### config.mk
export PLATFORM = sky130hd
export DESIGN_NAME = trm_ctrl
export DESIGN_NICKNAME = d
export VERILOG_FILES = /design/src/rtl/trm_pkg.sv /design/src/rtl/trm_ctrl.sv
export SDC_FILE = /design/constraint.sdc
export NUM_CORES = 1
export LEC_CHECK = 0
export ABC_AREA = 1
export CAP_MARGIN = 20
export CORE_AREA = 2 2 39 41
export DETAILED_ROUTE_END_ITERATION = 12
export DIE_AREA = 0 0 41 43
export DONT_BUFFER_PORTS = 1
export HOLD_SLACK_MARGIN = 0.06
export PLACE_DENSITY = 0.42
export SLEW_MARGIN = 20
export SYNTH_ARGS = -nofsm -noshare
export SYNTH_HDL_FRONTEND = slang
export SYNTH_SLANG_ARGS = --single-unit
export TNS_END_PERCENT = 100
### constraint.sdc
create_clock -name clk_i -period 1.1 [get_ports clk_i]
set_input_delay 0.11 -clock clk_i [delete_from_list [all_inputs] [get_ports clk_i]]
set_output_delay 0.11 -clock clk_i [all_outputs]
set_load 0.005 [all_outputs]
### src/rtl/trm_pkg.sv
`timescale 1ns / 1ps
// ----------------------------------------------------------------------------
// trm_pkg
// Shared types and constants of the tiny register machine step block.
// ----------------------------------------------------------------------------
package trm_pkg;

  localparam int unsigned RamWords = 1024;
  localparam int unsigned DataW    = 16;
  localparam int unsigned RegCount = 32;
  localparam int unsigned RegIdxW  = 5;
  localparam int unsigned LoadAddrW = 10;
  localparam int unsigned DivCntW  = 4;

  localparam logic [DataW-1:0] DivByZero = 16'h7fff;

  typedef enum logic [3:0] {
    OP_NOP  = 4'd0,
    OP_MOV  = 4'd1,
    OP_ORI  = 4'd2,
    OP_ADD  = 4'd3,
    OP_SUB  = 4'd4,
    OP_MUL  = 4'd5,
    OP_DIV  = 4'd6,
    OP_AND  = 4'd7,
    OP_OR   = 4'd8,
    OP_XOR  = 4'd9,
    OP_SHL  = 4'd10,
    OP_SHR  = 4'd11,
    OP_JZ   = 4'd12,
    OP_JNZ  = 4'd13,
    OP_JPOS = 4'd14,
    OP_JNEG = 4'd15
  } opcode_e;

  typedef enum logic [3:0] {
    ST_IDLE,
    ST_FETCH,
    ST_RREG,
    ST_LREG,
    ST_LMEM,
    ST_DIV,
    ST_WB
  } state_e;

  typedef struct packed {
    logic accept;
    logic fetch;
    logic rd_right;
    logic rd_left;
    logic left_mem;
    logic div_step;
    logic wb;
  } cmd_t;

  typedef struct packed {
    logic div_needed;
    logic div_done;
  } sts_t;

endpackage

### src/rtl/trm_ctrl.sv
`timescale 1ns / 1ps
// ----------------------------------------------------------------------------
// trm_ctrl
// Sequencer that steps one request through fetch, operand reads, divide and
// writeback, and owns the output valid flag.
// ----------------------------------------------------------------------------
module trm_ctrl (
  input  logic          clk_i,
  input  logic          rst_ni,
  input  logic          in_valid_i,
  output logic          in_stall_o,
  input  logic          mode_i,
  output logic          out_valid_o,
  input  logic          out_stall_i,
  input  trm_pkg::sts_t sts_i,
  output trm_pkg::cmd_t cmd_o
);

  trm_pkg::state_e state_q, state_d;
  logic            out_valid_q, out_valid_d;

  always_ff @(posedge clk_i or negedge rst_ni) begin
    if (!rst_ni) begin
      state_q     <= trm_pkg::ST_IDLE;
      out_valid_q <= 1'b0;
    end else begin
      state_q     <= state_d;
      out_valid_q <= out_valid_d;
    end
  end

  always_comb begin
    state_d = state_q;
    cmd_o   = '0;
    case (state_q)
      trm_pkg::ST_IDLE: begin
        if (in_valid_i) begin
          cmd_o.accept = 1'b1;
          state_d = mode_i ? trm_pkg::ST_FETCH : trm_pkg::ST_WB;
        end
      end
      trm_pkg::ST_FETCH: begin
        cmd_o.fetch = 1'b1;
        state_d = trm_pkg::ST_RREG;
      end
      trm_pkg::ST_RREG: begin
        cmd_o.rd_right = 1'b1;
        state_d = trm_pkg::ST_LREG;
      end
      trm_pkg::ST_LREG: begin
        cmd_o.rd_left = 1'b1;
        state_d = trm_pkg::ST_LMEM;
      end
      trm_pkg::ST_LMEM: begin
        cmd_o.left_mem = 1'b1;
        state_d = sts_i.div_needed ? trm_pkg::ST_DIV : trm_pkg::ST_WB;
      end
      trm_pkg::ST_DIV: begin
        cmd_o.div_step = 1'b1;
        if (sts_i.div_done) begin
          state_d = trm_pkg::ST_WB;
        end
      end
      trm_pkg::ST_WB: begin
        if (!out_valid_q || !out_stall_i) begin
          cmd_o.wb = 1'b1;
          state_d = trm_pkg::ST_IDLE;
        end
      end
      default: state_d = trm_pkg::ST_IDLE;
    endcase
  end

  always_comb begin
    out_valid_d = out_valid_q;
    if (out_valid_q && !out_stall_i) begin
      out_valid_d = 1'b0;
    end
    if (cmd_o.wb) begin
      out_valid_d = 1'b1;
    end
  end

  assign in_stall_o  = (state_q != trm_pkg::ST_IDLE);
  assign out_valid_o = out_valid_q;

  a_wb_sets_valid: assert property (@(posedge clk_i) disable iff (!rst_ni)
    cmd_o.wb |=> out_valid_q)
    else $error("Writeback did not raise the output valid flag.");

  a_wb_no_overwrite: assert property (@(posedge clk_i) disable iff (!rst_ni)
    cmd_o.wb |-> !(out_valid_q && out_stall_i))
    else $error("Writeback overwrote a result that was still stalled.");

  a_accept_busy: assert property (@(posedge clk_i) disable iff (!rst_ni)
    cmd_o.accept |=> in_stall_o)
    else $error("Block stayed open after accepting a request.");

endmodule

==> results.md <==
* First DRT Iteration DRCs at 3
* Worst slew pin tran at 0.234 ns
* Critical Path RT at 0.99 ns
* Clock Power Share at 10.8%
* Worst path most repeated cell: buf_6
* Crit path cell chain: buf_6 -> inv_4 -> buf_6 -> nand2_2 -> nor2_2
* Synthesis Warnings at 0
* Core area at 0.00138 sq mm
* Sequential power share at 21.1%
* HPWL Detailed at 594 um
* Tcrit/Tclk final at 109%
* Clock tree buffer depth at 2
* Slew Limit Fails at 0
* Failing checks: negative setup slack
* Worst Setup Start Kind: flip-flop
* Post-synth top cells: nand2_1 (11), inv_1 (10), nand3_1 (8), nor2_1 (7), dfrtp_1 (4)
* Total grt overflow at 0
* VDD IR max at 0.690 mV
* Net Sw Power at 0.000724 W
* Initial antenna violation count at 0
* Sinks on Clock Net at 4
* Post-layout minimum cycle time at 1.20 ns
* Final WS setup at -0.102 ns
* Leakage power at 0.311 nW
* CTS clk-pin slew, worst paths at 0.04 ns
* First-pass GRT wire length at 1520 um
* Vias at 388
* Crit. End Element: output pin
* Max-Cap Viols at 0
* Critical path start-end classification: flip-flop to output pin
* Total Die Area at 0.00176 sq mm
* Routed WL at 954 um
* Status: finished with violations
* WP data arrival at 1.09 ns
* Sw frac at 43.7%
* Cells after Synth at 52
* Rows at 14
* Initial Util at 23.0%
* Number of top-level pins at 16
* Synth top area share at 31.5%
* Unrepaired setup endpoints after global routing: true
* Die H at 43 um
* Worst Path Max Fanout at 5
* Top_reg_cell synth: dfrtp_1
* Slew HR at 84.3%
* GRT Util Overall at 12.9%
* Avg Vias per Cell at 4.41
* PD cells at 2860 mW/mm^2
* Worst path slowest cell: dfrtp_2
* Hold Vio Cnt, Final at 0
* Final setup viols at 11
* Ant. Diodes at 0
* Num CTS Buffers at 3
* Fmax achieved at 832 MHz
* Cell taking the most area after synthesis: dfrtp_1
* Share of flip-flops with an asynchronous set or reset at 100%
* Mapped cell area at 318 sq um
* ANT nets after route at 0
* Post-synthesis sequential area ratio at 31.5%
* Internal power at 0.000932 W
* GP Congestion at 0.739
* Layout cells sized above 1 at 56.9%
* Die Wd at 41 um
* Crit-path max cell delay at 0.45 ns
* EDFF count, synth at 0
* Initial DRT Pass Iterations at 2
* Area growth syn-to-layout at 82.3%
* Nets at 81
* Fin area at 579 sq um
* DR DRC count at 0
* Vias in the first global route at 396
* Most common cell in the synthesized netlist: nand2_1
* FILL cells at 155
* Avg WL per Cell at 10.8 um
* Placed cell areas at 390 sq um
* CTS tree: yes
* Worst slack, placed at -0.0599 ns
* Final Util at 41.9%
* Root buf cell: clkbuf_4
* FF+latch count, synth at 4
* CTS H-tree lvls at 1
* Count of cell types in the netlist at 14
* Clock Latency Late Sink at 0.23 ns
* Post-synth net total at 59
* Comb pwr share at 68.1%
* Synth top area cells: dfrtp_1 (31%), nand2_1 (13%), nand3_1 (13%)
* Avg Cell Area, Syn at 6.11 sq um
* Tightest Hold Check Type: input port to flip-flop
* Clock Skews at 0.00151 ns
* Largest net degree at the start of global routing at 8
* Number of buffers added on ports at 0
==> power by group through the flow <==
stage	sequential (W)	combinational (W)	clock [W]
after CTS	0.000350	0.00104	0.000185
after floorplan	0.000311	0.000450	0
after global routing	0.000360	0.00125	0.000193
after detailed placement	0.000318	0.000720	0
final	0.000350	0.00113	0.000178
after global placement	0.000316	0.000724	0
==> worst max-delay path: cells and delay by family, from the launching register on <==
kind,cells,cell delay [ns]
buffers and inverters,3,0.27
AND/OR/NAND/NOR,2,0.15
flip-flops,1,0.45
==> through the flow <==
step	std cells	total power (W)	setup TNS, ns	hold slack, ns
after CTS	87	0.00158	-0.707	0.120
final	88	0.00166	-0.834	0.128
after global placement	75	0.00104	-0.145	-0.186
after floorplan	52	0.000761	0	-0.186
after detailed placement	75	0.00104	-0.107	-0.186
after global routing	88	0.00180	-1.34	0.147
==> what timing repair did <==
| item | in CTS | in global routing |
|---|---|---|
| hold buffers | 2 | 0 |
| setup endpoints to repair | 8 | 11 |
| pin swaps | 6 | 2 |
| endpoints found under the hold margin | 5 | 0 |
| resized for setup | 23 | 5 |
| buffers inserted | 7 | 1 |
==> metal layers <==
layer  share of wire [%]  GRT usage, %
met1                  39          15.4
met2                  59          21.6
met3                 1.8          1.57
met4                   0          6.00
met5                   0             0
==> state kept, by name, summed over array words and instances (netlist names) <==
| signal | cells |
|---|---|
| state_q | 3 |
| out_valid_o | 1 |
==> cell families after synthesis <==
logic type | count (synthesis) | synth area share [%]
flip-flops | 4 | 31.5
AND/OR/NAND/NOR | 32 | 46.1
AO/OA/AOI/OAI | 3 | 5.90
buffers and inverters | 13 | 16.5
==> worst paths after layout <==
check | from | to | slack [ns] | cells past startpoint
hold / removal | sts_i[0] | state_q[0] | 0.13 | 4
setup / recovery | state_q[1] | cmd_o[5] | -0.10 | 5
setup reg to reg | state_q[1] | state_q[1] | -0.10 | 8
max in group asynchronous | rst_ni | state_q[0] | 0.77 | 1
hold reg to reg | out_valid_o | out_valid_o | 0.52 | 2
min in group asynchronous | rst_ni | state_q[1] | 0.15 | 1
==> final cells by class <==
cell class	count	area [sq um]	share of cell area, %
Clock buffer	3	22.5	3.89
Inverter	12	50.0	8.64
Multi-Input combinational cell	35	221	38.2
Sequential cell	4	103	17.7
Tap cell	16	20.0	3.46
Timing Repair Buffer	18	163	28.1
==> layout by cell type (no fill, tap or decap), types with 2 or more instances in the layout <==
cell / instances
nand2_1: 7
nand3_1: 6
buf_4: 10
inv_2: 2
clkbuf_4: 3
inv_4: 2
nor2_4: 4
nor2_1: 2
dfrtp_1: 2
dlygate4sd3_1: 2
inv_1: 8
buf_6: 6
dfrtp_2: 2
nand3_2: 2
nand2_2: 5
nor2_2: 3
nand3b_1: 2
Note: power is estimated with default switching activity, not from simulation.
